### src/hw/rtl/pmic_pkg.sv
`timescale 1ns / 1ps
`default_nettype none

package pmic_pkg;

  localparam int unsigned LevelSteps = 12;
  localparam int unsigned TableLen   = 12;
  localparam int unsigned ScanLen    = (LevelSteps < TableLen) ? LevelSteps : TableLen;

  localparam int unsigned MvW  = 13;
  localparam int unsigned PctW = 7;
  localparam int unsigned SecW = 16;
  localparam int unsigned MsW  = 27;

  typedef enum logic [2:0] {
    OP_INIT     = 3'd0,
    OP_BATTERY  = 3'd1,
    OP_ACTIVITY = 3'd2,
    OP_CHECK    = 3'd3,
    OP_SET_MODE = 3'd4,
    OP_WAKE     = 3'd5
  } op_e;

  typedef enum logic [1:0] {
    MODE_PERF     = 2'd0,
    MODE_BALANCED = 2'd1,
    MODE_SAVE     = 2'd2,
    MODE_MAX_SAVE = 2'd3
  } mode_e;

  typedef enum logic [1:0] {
    SLEEP_NONE  = 2'd0,
    SLEEP_LIGHT = 2'd1,
    SLEEP_DEEP  = 2'd2
  } sleep_e;

  typedef enum logic [1:0] {
    REG_LIGHT_TIMEOUT = 2'd0,
    REG_DEEP_TIMEOUT  = 2'd1,
    REG_LOW_MV        = 2'd2,
    REG_CRITICAL_MV   = 2'd3
  } reg_e;

  localparam logic [MvW-1:0] LevelMv [TableLen] = '{
    13'd4200, 13'd4100, 13'd4000, 13'd3900, 13'd3800, 13'd3700,
    13'd3600, 13'd3500, 13'd3400, 13'd3300, 13'd3200, 13'd3100
  };

  localparam logic [PctW-1:0] LevelPct [TableLen] = '{
    7'd100, 7'd90, 7'd80, 7'd70, 7'd60, 7'd50,
    7'd40,  7'd30, 7'd20, 7'd10, 7'd5,  7'd0
  };

  function automatic logic [7:0] max_freq_of(mode_e m);
    case (m)
      MODE_PERF:     return 8'd240;
      MODE_BALANCED: return 8'd160;
      MODE_SAVE:     return 8'd80;
      default:       return 8'd40;
    endcase
  endfunction

  function automatic logic [7:0] min_freq_of(mode_e m);
    case (m)
      MODE_PERF:     return 8'd240;
      MODE_BALANCED: return 8'd80;
      default:       return 8'd40;
    endcase
  endfunction

  function automatic logic [4:0] mask_of(mode_e m);
    case (m)
      MODE_PERF:     return 5'd31;
      MODE_BALANCED: return 5'd15;
      MODE_SAVE:     return 5'd11;
      default:       return 5'd1;
    endcase
  endfunction

  function automatic logic [MsW-1:0] scale_ms(logic [SecW-1:0] secs, mode_e m);
    logic [SecW:0] s;
    case (m)
      MODE_PERF:     s = {secs, 1'b0};
      MODE_BALANCED: s = {1'b0, secs};
      MODE_SAVE:     s = {2'b00, secs[SecW-1:1]};
      default:       s = {3'b000, secs[SecW-1:2]};
    endcase
    return MsW'(s) * MsW'(1000);
  endfunction

  function automatic logic [PctW-1:0] percent_of(logic [MvW-1:0] mv);
    logic [PctW-1:0] pct;
    pct = '0;
    for (int i = ScanLen - 1; i >= 0; i--) begin
      if (mv >= LevelMv[i]) begin
        pct = LevelPct[i];
      end
    end
    return pct;
  endfunction

endpackage

`default_nettype wire

### src/hw/rtl/power_mode_and_inactivity_controller.sv
`timescale 1ns / 1ps
`default_nettype none

// Requests go through an input register, results through a result register.
// Throughput: one request per cycle; the input stalls only while the result
// register holds an untaken result and the input register is full.
// Reset: asynchronous, active low; balanced mode, all peripherals enabled,
// battery status cleared, timeouts 30 s and 300 s, thresholds 3400/3300 mV.
module power_mode_and_inactivity_controller import pmic_pkg::*; (
  input  wire logic              clk_i,
  input  wire logic              rst_ni,
  input  wire logic              cfg_we_i,
  input  wire logic [1:0]        cfg_idx_i,
  input  wire logic [SecW-1:0]   cfg_wdata_i,
  input  wire logic              in_valid_i,
  output      logic              in_stall_o,
  input  wire logic [2:0]        op_i,
  input  wire logic [11:0]       pin_mv_i,
  input  wire logic [31:0]       now_ms_i,
  input  wire logic [1:0]        requested_mode_i,
  output      logic              out_valid_o,
  input  wire logic              out_stall_i,
  output      logic [1:0]        mode_o,
  output      logic [7:0]        ceiling_mhz_o,
  output      logic [7:0]        floor_mhz_o,
  output      logic              auto_light_sleep_o,
  output      logic [4:0]        peripheral_enables_o,
  output      logic [MvW-1:0]    battery_mv_out_o,
  output      logic [PctW-1:0]   battery_percent_o,
  output      logic              battery_is_low_o,
  output      logic              battery_is_critical_o,
  output      logic [1:0]        sleep_action_o,
  output      logic [31:0]       light_sleep_ms_o,
  output      logic              asleep_o
);

  logic [SecW-1:0] light_sec_q, deep_sec_q;
  logic [MvW-1:0]  low_mv_q, crit_mv_q;

  logic            in_valid_q;
  logic [2:0]      op_q;
  logic [11:0]     pin_q;
  logic [31:0]     now_q;
  logic [1:0]      req_q;

  mode_e           mode_q, mode_d;
  logic [4:0]      mask_q, mask_d;
  logic [31:0]     last_q, last_d;
  logic            sleeping_q, sleeping_d;
  logic [MvW-1:0]  bat_mv_q, bat_mv_d;
  logic [PctW-1:0] pct_q, pct_d;
  logic            low_q, low_d;
  logic            crit_q, crit_d;

  logic            out_valid_q;
  logic [1:0]      action_q;
  logic [31:0]     duration_q;
  sleep_e          action_d;
  logic [31:0]     duration_d;

  logic            advance;
  logic [MvW-1:0]  samp_mv;
  logic            samp_low, samp_crit;
  logic [31:0]     idle_ms, deep_ms, light_ms;
  mode_e           target;
  logic            change;

  assign advance    = in_valid_q && (!out_valid_q || !out_stall_i);
  assign in_stall_o = in_valid_q && !advance;

  always_ff @(posedge clk_i or negedge rst_ni) begin
    if (!rst_ni) begin
      light_sec_q <= SecW'(30);
      deep_sec_q  <= SecW'(300);
      low_mv_q    <= MvW'(3400);
      crit_mv_q   <= MvW'(3300);
    end else if (cfg_we_i) begin
      case (reg_e'(cfg_idx_i))
        REG_LIGHT_TIMEOUT: light_sec_q <= cfg_wdata_i;
        REG_DEEP_TIMEOUT:  deep_sec_q  <= cfg_wdata_i;
        REG_LOW_MV:        low_mv_q    <= cfg_wdata_i[MvW-1:0];
        REG_CRITICAL_MV:   crit_mv_q   <= cfg_wdata_i[MvW-1:0];
        default: ;
      endcase
    end
  end

  always_ff @(posedge clk_i or negedge rst_ni) begin
    if (!rst_ni) begin
      in_valid_q <= 1'b0;
    end else if (!in_stall_o) begin
      in_valid_q <= in_valid_i;
    end
  end

  always_ff @(posedge clk_i) begin
    if (!in_stall_o && in_valid_i) begin
      op_q  <= op_i;
      pin_q <= pin_mv_i;
      now_q <= now_ms_i;
      req_q <= requested_mode_i;
    end
  end

  assign samp_mv   = {pin_q, 1'b0};
  assign samp_low  = samp_mv <= low_mv_q;
  assign samp_crit = samp_mv <= crit_mv_q;
  assign idle_ms   = now_q - last_q;
  assign deep_ms   = 32'(scale_ms(deep_sec_q, mode_q));
  assign light_ms  = 32'(scale_ms(light_sec_q, mode_q));

  always_comb begin
    mode_d     = mode_q;
    mask_d     = mask_q;
    last_d     = last_q;
    sleeping_d = sleeping_q;
    bat_mv_d   = bat_mv_q;
    pct_d      = pct_q;
    low_d      = low_q;
    crit_d     = crit_q;
    action_d   = SLEEP_NONE;
    duration_d = '0;
    target     = mode_q;
    change     = 1'b0;
    case (op_e'(op_q))
      OP_INIT: begin
        bat_mv_d = samp_mv;
        pct_d    = percent_of(samp_mv);
        low_d    = samp_low;
        crit_d   = samp_crit;
        target   = samp_crit ? MODE_MAX_SAVE : (samp_low ? MODE_SAVE : MODE_BALANCED);
        change   = 1'b1;
        last_d   = now_q;
      end
      OP_BATTERY: begin
        bat_mv_d = samp_mv;
        pct_d    = percent_of(samp_mv);
        low_d    = samp_low;
        crit_d   = samp_crit;
      end
      OP_ACTIVITY: begin
        last_d = now_q;
      end
      OP_CHECK: begin
        if (!sleeping_q) begin
          if (idle_ms > deep_ms) begin
            action_d = SLEEP_DEEP;
          end else if (idle_ms > light_ms) begin
            action_d   = SLEEP_LIGHT;
            duration_d = deep_ms - idle_ms;
            sleeping_d = 1'b1;
          end
        end
      end
      OP_SET_MODE: begin
        target = mode_e'(req_q);
        change = 1'b1;
      end
      OP_WAKE: begin
        sleeping_d = 1'b0;
        last_d     = now_q;
        target     = MODE_BALANCED;
        change     = (mode_q == MODE_MAX_SAVE);
      end
      default: ;
    endcase
    if (change && target != mode_q) begin
      mode_d = target;
      mask_d = mask_of(target);
    end
  end

  always_ff @(posedge clk_i or negedge rst_ni) begin
    if (!rst_ni) begin
      mode_q      <= MODE_BALANCED;
      mask_q      <= 5'd31;
      last_q      <= '0;
      sleeping_q  <= 1'b0;
      bat_mv_q    <= '0;
      pct_q       <= '0;
      low_q       <= 1'b0;
      crit_q      <= 1'b0;
      out_valid_q <= 1'b0;
    end else begin
      if (advance) begin
        mode_q     <= mode_d;
        mask_q     <= mask_d;
        last_q     <= last_d;
        sleeping_q <= sleeping_d;
        bat_mv_q   <= bat_mv_d;
        pct_q      <= pct_d;
        low_q      <= low_d;
        crit_q     <= crit_d;
      end
      if (advance) begin
        out_valid_q <= 1'b1;
      end else if (!out_stall_i) begin
        out_valid_q <= 1'b0;
      end
    end
  end

  always_ff @(posedge clk_i) begin
    if (advance) begin
      mode_o                <= mode_d;
      ceiling_mhz_o         <= max_freq_of(mode_d);
      floor_mhz_o           <= min_freq_of(mode_d);
      auto_light_sleep_o    <= (mode_d != MODE_PERF);
      peripheral_enables_o  <= mask_d;
      battery_mv_out_o      <= bat_mv_d;
      battery_percent_o     <= pct_d;
      battery_is_low_o      <= low_d;
      battery_is_critical_o <= crit_d;
      action_q              <= action_d;
      duration_q            <= duration_d;
      asleep_o              <= sleeping_d;
    end
  end

  assign out_valid_o      = out_valid_q;
  assign sleep_action_o   = action_q;
  assign light_sleep_ms_o = duration_q;

endmodule

`default_nettype wire

### config.mk
export PLATFORM = sky130hd
export DESIGN_NAME = power_mode_and_inactivity_controller
export DESIGN_NICKNAME = d
export VERILOG_FILES = /design/src/hw/rtl/pmic_pkg.sv /design/src/hw/rtl/power_mode_and_inactivity_controller.sv
export SDC_FILE = /design/constraint.sdc
export NUM_CORES = 1
export LEC_CHECK = 0
export BUFFER_PORTS_ARGS = -buffer_cell sky130_fd_sc_hd__buf_2
export CAP_MARGIN = 20
export CORE_ASPECT_RATIO = 0.9
export CORE_MARGIN = 1.5
export CORE_UTILIZATION = 42
export CTS_CLUSTER_SIZE = 20
export DETAILED_ROUTE_END_ITERATION = 6
export HOLD_SLACK_MARGIN = 0.08
export PLACE_DENSITY = 0.63
export SYNTH_ARGS = -nofsm -noshare
export SYNTH_HDL_FRONTEND = slang
export SYNTH_SLANG_ARGS = --single-unit
### constraint.sdc
create_clock -name clk_i -period 19.5 [get_ports clk_i]
set_clock_uncertainty 0.05 [all_clocks]
set_input_delay 0.975 -clock clk_i [delete_from_list [all_inputs] [get_ports clk_i]]
set_output_delay 0.975 -clock clk_i [all_outputs]
set_load 0.03 [all_outputs]
==> results.toml, run 1 <==
[outcome]
outcome = "complete, no violations"

[global_route]
grt_max_degree = 65
overflow = 0
grt_usage_pct = 18.96
antenna_found_initial = 1
grt_pass1_vias = 14247
grt_pass1_wl_mm = 74.18

[die]
io_pins = 155
die_area_mm2 = 0.04834
die_x_um = 231.6
die_h_um = 208.7
rows = 75
start_util_pct = 42.44
floorplan.core_area_mm2 = 0.04654

[clock_network]
cts_setup_buffers = 0
clk_latency_ns = 0.56
clockBufferDepth = 3
numCtsBuffers = 26
clock_sinks = 242
htree_levels = 1
cts-root-buf = "clkbuf_16"
clkTransAtPathRegs_ns = 0.07
ctsResizeCount = 0
cts_tree = "built"
postCtsHoldBufs = 0

[placement]
port_buffers = 148
hpwl_mm = 36.25
gp_congestion = 0.8742
dp_worst_setup_slack_ns = 10.05

[drt]
ant_nets = 0
viasPerCell = 5.211
drt_iter0_drc = 727
first_pass_iters = 5
wirelength_mm = 45.63
drc = 0
wl_per_cell_um = 16.60
vias = 14325

[yosys]
synthXorXnorAreaFrac_pct = 4.434
synthSimpleGateAreaFrac_pct = 11.35
synth_top_area_share_pct = 18.24
ys_seq_area_share_pct = 33.85
synth_edf_count = 120
synth_largest_area_cell = "edfxtp_1"
postSynth.asyncResetShare_pct = 50.41
synth_area_mm2 = 0.01975
syn_inst = 1976
synth_mux_area_share_pct = 7.107
yosys_most_used_dff = "edfxtp_1"
ys_warn_count = 0
ys_types = 74
synth-compound-area-share_pct = 11.81
synth_seq_cells = 242
synth_top_family_by_area = "adder cells"
synth_area_leaders = "edfxtp_1 (18%), ha_1 (13%), dfrtp_1 (12%), fa_1 (11%), mux2_2 (6.5%)"
avgSynthCellArea_um2 = 9.997
synthAdderAreaFrac_pct = 24.49

[worst_setup_path]
r2r_start = "mode_q[0]"
r2r_end = "light_sleep_ms_o[26]"
required_ns = 19.82
startpoint_type = "register"
critical_path.endpoint = "light_sleep_ms_o[26]"
cp-end-kind = "register"
r2r_slack_ns = 10.12
path_class = "reg -> reg"
worstRegToRegCells = 25
crit_path_start = "mode_q[0]"
path_max_fanout = 39
worst_ep_arrival_time_ns = 9.70

[timing]
rsz0062_at_grt = "no"
max_slew_margin_pct = 32.64
post-route-min-period_ns = 9.380
fin_setup_tns_ns = 0
finalSetupViolations = 0
tightest_slew_ns = 1.007
max_freq_mhz = 106.6
hold_viol = 0
drv_slew = 0
setup_slack_ns = 10.12
period_share_pct = 48.10

[final_layout]
drive_gt1_share_pct = 17.45
multiInputGateArea_mm2 = 0.01173
area_growth_pct = 11.39
layout_common_cells = "inv_1 (295), ha_1 (209), nand2_1 (172), buf_2 (148), edfxtp_1 (120)"
layout_commonest_cell = "inv_1"
nNetsFinal = 2504
seq_area_mm2 = 0.006688
fill_cells = 4371

[worst_hold_path]
hold_path.class = "in -> async"

[run]
maxCapViolCount = 0
critical path, cell delays in order, from the launching register on:
cell and delay [ns]:
dfstp_2 1.08, mux2_2 0.46, a22o_1 0.39, fa_1 0.56, inv_1 0.05, fa_1 0.54
fa_1 0.45, fa_1 0.53, inv_1 0.05, ha_1 0.36, a21oi_1 0.16, nor2b_1 0.06
a311oi_1 0.40, a21oi_1 0.23, a21o_1 0.21, a21oi_1 0.17, xnor2_1 0.10, ha_1 0.39
nand4_1 0.15, o41ai_2 0.46, o32ai_1 0.20, nor2b_1 0.17, a311oi_1 0.12, o21ai_0 0.67
nand4b_2 0.80, a31oi_1 0.38
cell type report:
type | instances | share of cell area, %
tap | 616 | 3.503
sequential | 242 | 30.39
clock inverter | 6 | 0.3469
inverter | 296 | 5.055
clock buffer | 42 | 3.645
antenna | 1 | 0.01137
multi-input combinational | 1387 | 53.30
timing repair buffer | 159 | 3.742
registers in the layout, summed over array words and instances, names as in the netlist, 13 cells and up:
register,flops
last_q,32
crit_mv_q,13
light_sec_q,16
deep_sec_q,16
now_q,32
low_mv_q,13
bat_mv_q,13
light_sleep_ms_o,32
battery_mv_out_o,13
how the worst min path moves through the flow:
stage / start / end / depth (start not counted) / slack (ns)
after floorplan: bat_mv_q[0] / bat_mv_q[0] / 1 / 0.39
after global placement: bat_mv_q[3] / bat_mv_q[3] / 2 / 0.41
after detailed placement: bat_mv_q[10] / bat_mv_q[10] / 2 / 0.41
after CTS: rst_ni / last_q[24] / 1 / 0.20
after global routing: rst_ni / last_q[24] / 1 / 0.22
final: rst_ni / last_q[24] / 1 / 0.22
synthesized netlist by cell type (all sizes together), types with 6 or more instances:
library cell,number
o21ai,62
nand4,19
mux2i,12
a21o,38
a21oi,117
mux2,114
inv,296
o21bai,18
xnor2,53
dfrtp,97
nand2,172
nor2b,21
edfxtp,120
o21a,34
buf,19
dfstp,25
a31oi,12
or3,11
xor2,47
ha,209
clkbuf,39
nor2,113
nor3,23
and2,8
or2,22
nand3,34
a211oi,8
nand2b,21
a211o,6
and3,6
fa,111
layer usage:
metal	up-vias	global-route usage, %	routed length (um)
met5	-	0	0
li1	7005	-	-
met3	62	2.320	1845
met4	0	4.881	1103
met1	6989	27.50	21950
met2	269	29.97	20730
logic make-up (layout without fill, tap and decap cells):
family,count (synthesis),in the layout
multiplexers,126,126
buffers and inverters,354,503
XOR/XNOR,100,100
AO/OA/AOI/OAI,358,358
AND/OR/NAND/NOR,475,475
other,1,9
flip-flops,242,242
adder cells (fa/ha/maj),320,320
per-stage QoR:
step           utilization [%]  cell area, um2  std cells  hold WS, ns
4_1_cts                  47.27           22000       2748       0.1964
2_1_floorplan                -           19780       1983       0.3942
6_report                 47.27           22000       2749       0.2158
3_3_place_gp             45.35           21110       2698       0.4085
3_5_place_dp             45.38           21120       2700       0.4133
5_1_grt                  47.27           22000       2749       0.2177
Power of run 1 is not shown: default switching activity piles up to over one toggle a cycle in this logic, so the estimate is an artifact.
==> run 2: changes to the inputs <==
--- a/config.mk
+++ b/config.mk
@@ -5,6 +5,7 @@
 export SDC_FILE = /design/constraint.sdc
 export NUM_CORES = 1
 export LEC_CHECK = 0
+export ABC_AREA = 1
 export BUFFER_PORTS_ARGS = -buffer_cell sky130_fd_sc_hd__buf_2
 export CAP_MARGIN = 20
 export CORE_ASPECT_RATIO = 0.9
@@ -13,7 +14,7 @@
 export CTS_CLUSTER_SIZE = 20
 export DETAILED_ROUTE_END_ITERATION = 6
 export HOLD_SLACK_MARGIN = 0.08
-export PLACE_DENSITY = 0.63
+export PLACE_DENSITY = 0.65
 export SYNTH_ARGS = -nofsm -noshare
 export SYNTH_HDL_FRONTEND = slang
 export SYNTH_SLANG_ARGS = --single-unit
==> constraint.sdc (replaced) <==
create_clock -name clk_i -period 8 [get_ports clk_i]
set_clock_uncertainty 0.05 [all_clocks]
set_input_delay 0.4 -clock clk_i [delete_from_list [all_inputs] [get_ports clk_i]]
set_output_delay 0.4 -clock clk_i [all_outputs]
set_load 0.03 [all_outputs]
==> run 2 against run 1 <==
Global-route usage increased by 2.5 points. Critical path depth increased by 14. Non-clock buffer count increased by 82. Via count increased by 18%. Register-to-register slack got worse by 9.6 ns. Setup slack got worse by 9.6 ns. Worst hold slack got worse by 0.12 ns. Synthesized cell count increased by 28%. Sequential share of layout area decreased by 2.2 points. Critical endpoint is now light_sleep_ms_o[2].
==> results.toml, run 2 <==
[outcome]
outcome = "complete, no violations"

[worst_setup_path]
crit_path_start = "mode_q[0]"
path_depth = 39
r2r_slack_ns = 0.53
worst_ep_arrival_time_ns = 7.84
critPathTopFamily = "adder cells"
required_ns = 8.37
crit_top_cell = "nand2_1"
worstRegToRegCells = 39
startpoint_type = "register"
r2r_end = "light_sleep_ms_o[2]"
r2r_start = "mode_q[0]"
path_class = "reg -> reg"
path_buf_inv = 5
cpPeakStageDelay_ns = 0.72
path_max_fanout = 14
cp-end-kind = "register"
crit_slowest_cell = "dfstp_4"

[placement]
hpwl_mm = 43.28
dp_worst_setup_slack_ns = -0.08812
port_buffers = 148
gp_congestion = 0.9498

[yosys]
synth-compound-area-share_pct = 11.63
synth_area_mm2 = 0.02049
synthSimpleGateAreaFrac_pct = 17.27
ys_warn_count = 0
synth_area_leaders = "edfxtp_1 (18%), ha_1 (13%), dfrtp_1 (12%), fa_1 (11%), nand2_1 (10%)"
avgSynthCellArea_um2 = 8.119
syn_inst = 2524
synthXorXnorAreaFrac_pct = 3.804
synth_top_area_share_pct = 17.58
yosysMostFrequentCell = "nand2_1"
synth_largest_area_cell = "edfxtp_1"
postSynth.asyncResetShare_pct = 50.41
yosys_most_used_dff = "edfxtp_1"
synthAdderAreaFrac_pct = 23.60
synth_edf_count = 120
synth_seq_cells = 242
synth_top_family_by_area = "adder cells"
synth_mux_area_share_pct = 0.1038
synth_commonest_cells = "nand2_1 (553), inv_1 (522), ha_1 (209)"
ys_seq_area_share_pct = 32.63
ys_types = 60

[drt]
wl_per_cell_um = 15.83
ant_nets = 0
vias = 16973
wl_met3_mm = 2.661
drc = 0
met1Wirelength_mm = 25.07
met2_length_mm = 24.92
viasPerCell = 4.995
highest-signal-layer = "met4"
drt_iter0_drc = 1133
wirelength_mm = 53.79
first_pass_iters = 5

[worst_hold_path]
hold_start = "cfg_wdata_i[3]"
hold_path.class = "in -> reg"
whs_path_depth = 3
hold_end = "deep_sec_q[3]"

[final_layout]
drive_gt1_share_pct = 11.28
area_growth_pct = 15.64
fill_cells = 4576
num_antenna_cells = 0
nNetsFinal = 3145
layout_commonest_cell = "nand2_1"
layout_common_cells = "nand2_1 (552), inv_1 (515), ha_1 (208), nor2_1 (179), a21oi_1 (165)"

[clock_network]
cts-root-buf = "clkbuf_16"
numCtsBuffers = 27
clockBufferDepth = 3
clkTransAtPathRegs_ns = 0.06
cts_tree = "built"
clock_sinks = 242
clk_latency_ns = 0.58
htree_levels = 1

[global_route]
overflow = 0
grt_usage_pct = 21.43
grt_pass1_wl_mm = 85.86
antenna_found_initial = 0
grt_pass1_vias = 16565
grt_max_degree = 82

[die]
rows = 76
floorplan.core_area_mm2 = 0.04802
die_h_um = 212.6
io_pins = 155
die_area_mm2 = 0.05013
die_x_um = 235.8
start_util_pct = 42.68

[timing]
setup_slack_ns = 0.5345
tightest_slew_ns = 0.9029
max_freq_mhz = 133.9
fin_setup_tns_ns = 0
period_share_pct = 93.32
rsz0062_at_grt = "no"
hold_viol = 0
drv_slew = 0
max_slew_margin_pct = 39.59
finalSetupViolations = 0
post-route-min-period_ns = 7.466

[run]
maxCapViolCount = 0
-- run 2: cell types whose count changed after synthesis, moves of 17 or more --
| cell | previous run | this run |
|---|---|---|
| nand2_1 | 172 | 553 |
| inv_1 | 296 | 522 |
| mux2_2 | 114 | 1 |
| o21ai_0 | 59 | 148 |
| nor2_1 | 113 | 179 |
| a21oi_1 | 117 | 165 |
| nand3_1 | 34 | 71 |
| o21a_1 | 34 | 5 |
| a21o_1 | 38 | 10 |
| nand2b_1 | 21 | 0 |
| nor2b_1 | 21 | 0 |
| xnor2_1 | 53 | 33 |
| o221ai_1 | 0 | 19 |
| or2_2 | 21 | 4 |
-- run 2: layer usage --
metal  GRT usage [%]  up-vias
met3           2.623       59
li1                -     8492
met2           35.56      375
met1           29.81     8047
met5               0        -
met4           5.250        0
-- run 2: metrics by stage --
step | hold WS, ns | instances | area, um2 | utilization, %
after detailed placement | 0.2424 | 3277 | 21980 | 45.77
after floorplan | 0.05441 | 2531 | 20520 | -
final | 0.1003 | 3398 | 23700 | 49.35
after global routing | 0.1071 | 3398 | 23700 | 49.35
after CTS | 0.08650 | 3384 | 23490 | 48.92
after global placement | 0.2331 | 3277 | 21980 | 45.77
-- run 2: final cells by class --
cell class | count | area [um2] | area share (%)
Multi-Input combinational cell | 1710 | 11650 | 49.18
Clock buffer | 37 | 753.2 | 3.178
Tap cell | 624 | 780.7 | 3.294
Timing Repair Buffer | 241 | 1652 | 6.969
Sequential cell | 242 | 6693 | 28.24
Clock inverter | 13 | 163.9 | 0.6916
Inverter | 531 | 2002 | 8.447
-- run 2: logic make-up after synthesis --
kind of cell    Yosys count
compound gates          421
xor+xnor                 89
fa+ha+maj               320
buf+inv                 580
flops                   242
mux                       2
other cells               1
simple gates            869
-- run 2: worst max path at each step --
stage | slack, ns | end
6_report | 0.53 | light_sleep_ms_o[2]
5_1_grt | 0.008 | light_sleep_ms_o[2]
4_1_cts | 0.10 | light_sleep_ms_o[13]
3_5_place_dp | -0.09 | light_sleep_ms_o[2]
3_3_place_gp | 0.13 | light_sleep_ms_o[7]
2_1_floorplan | 0.79 | light_sleep_ms_o[31]
-- run 2: worst reg2reg max path: cells and delay by family, from the launching register on --
family / cells / cell delay [ns]
flops: 1 / 0.72
compound gates: 8 / 1.54
buf+inv: 5 / 0.64
fa+ha+maj: 6 / 2.73
simple gates: 20 / 1.65
-- run 2: timing repair --
item                                    4_1_cts  5_1_grt
hold buffers                                 53        0
endpoints found under the setup margin       31       34
gates cloned                                  1        0
endpoints found under the hold margin        71        0
pin swaps                                     2        5
setup buffers                                 3       10
resized for setup                             1       26
Power of run 2 is left out for the same reason.
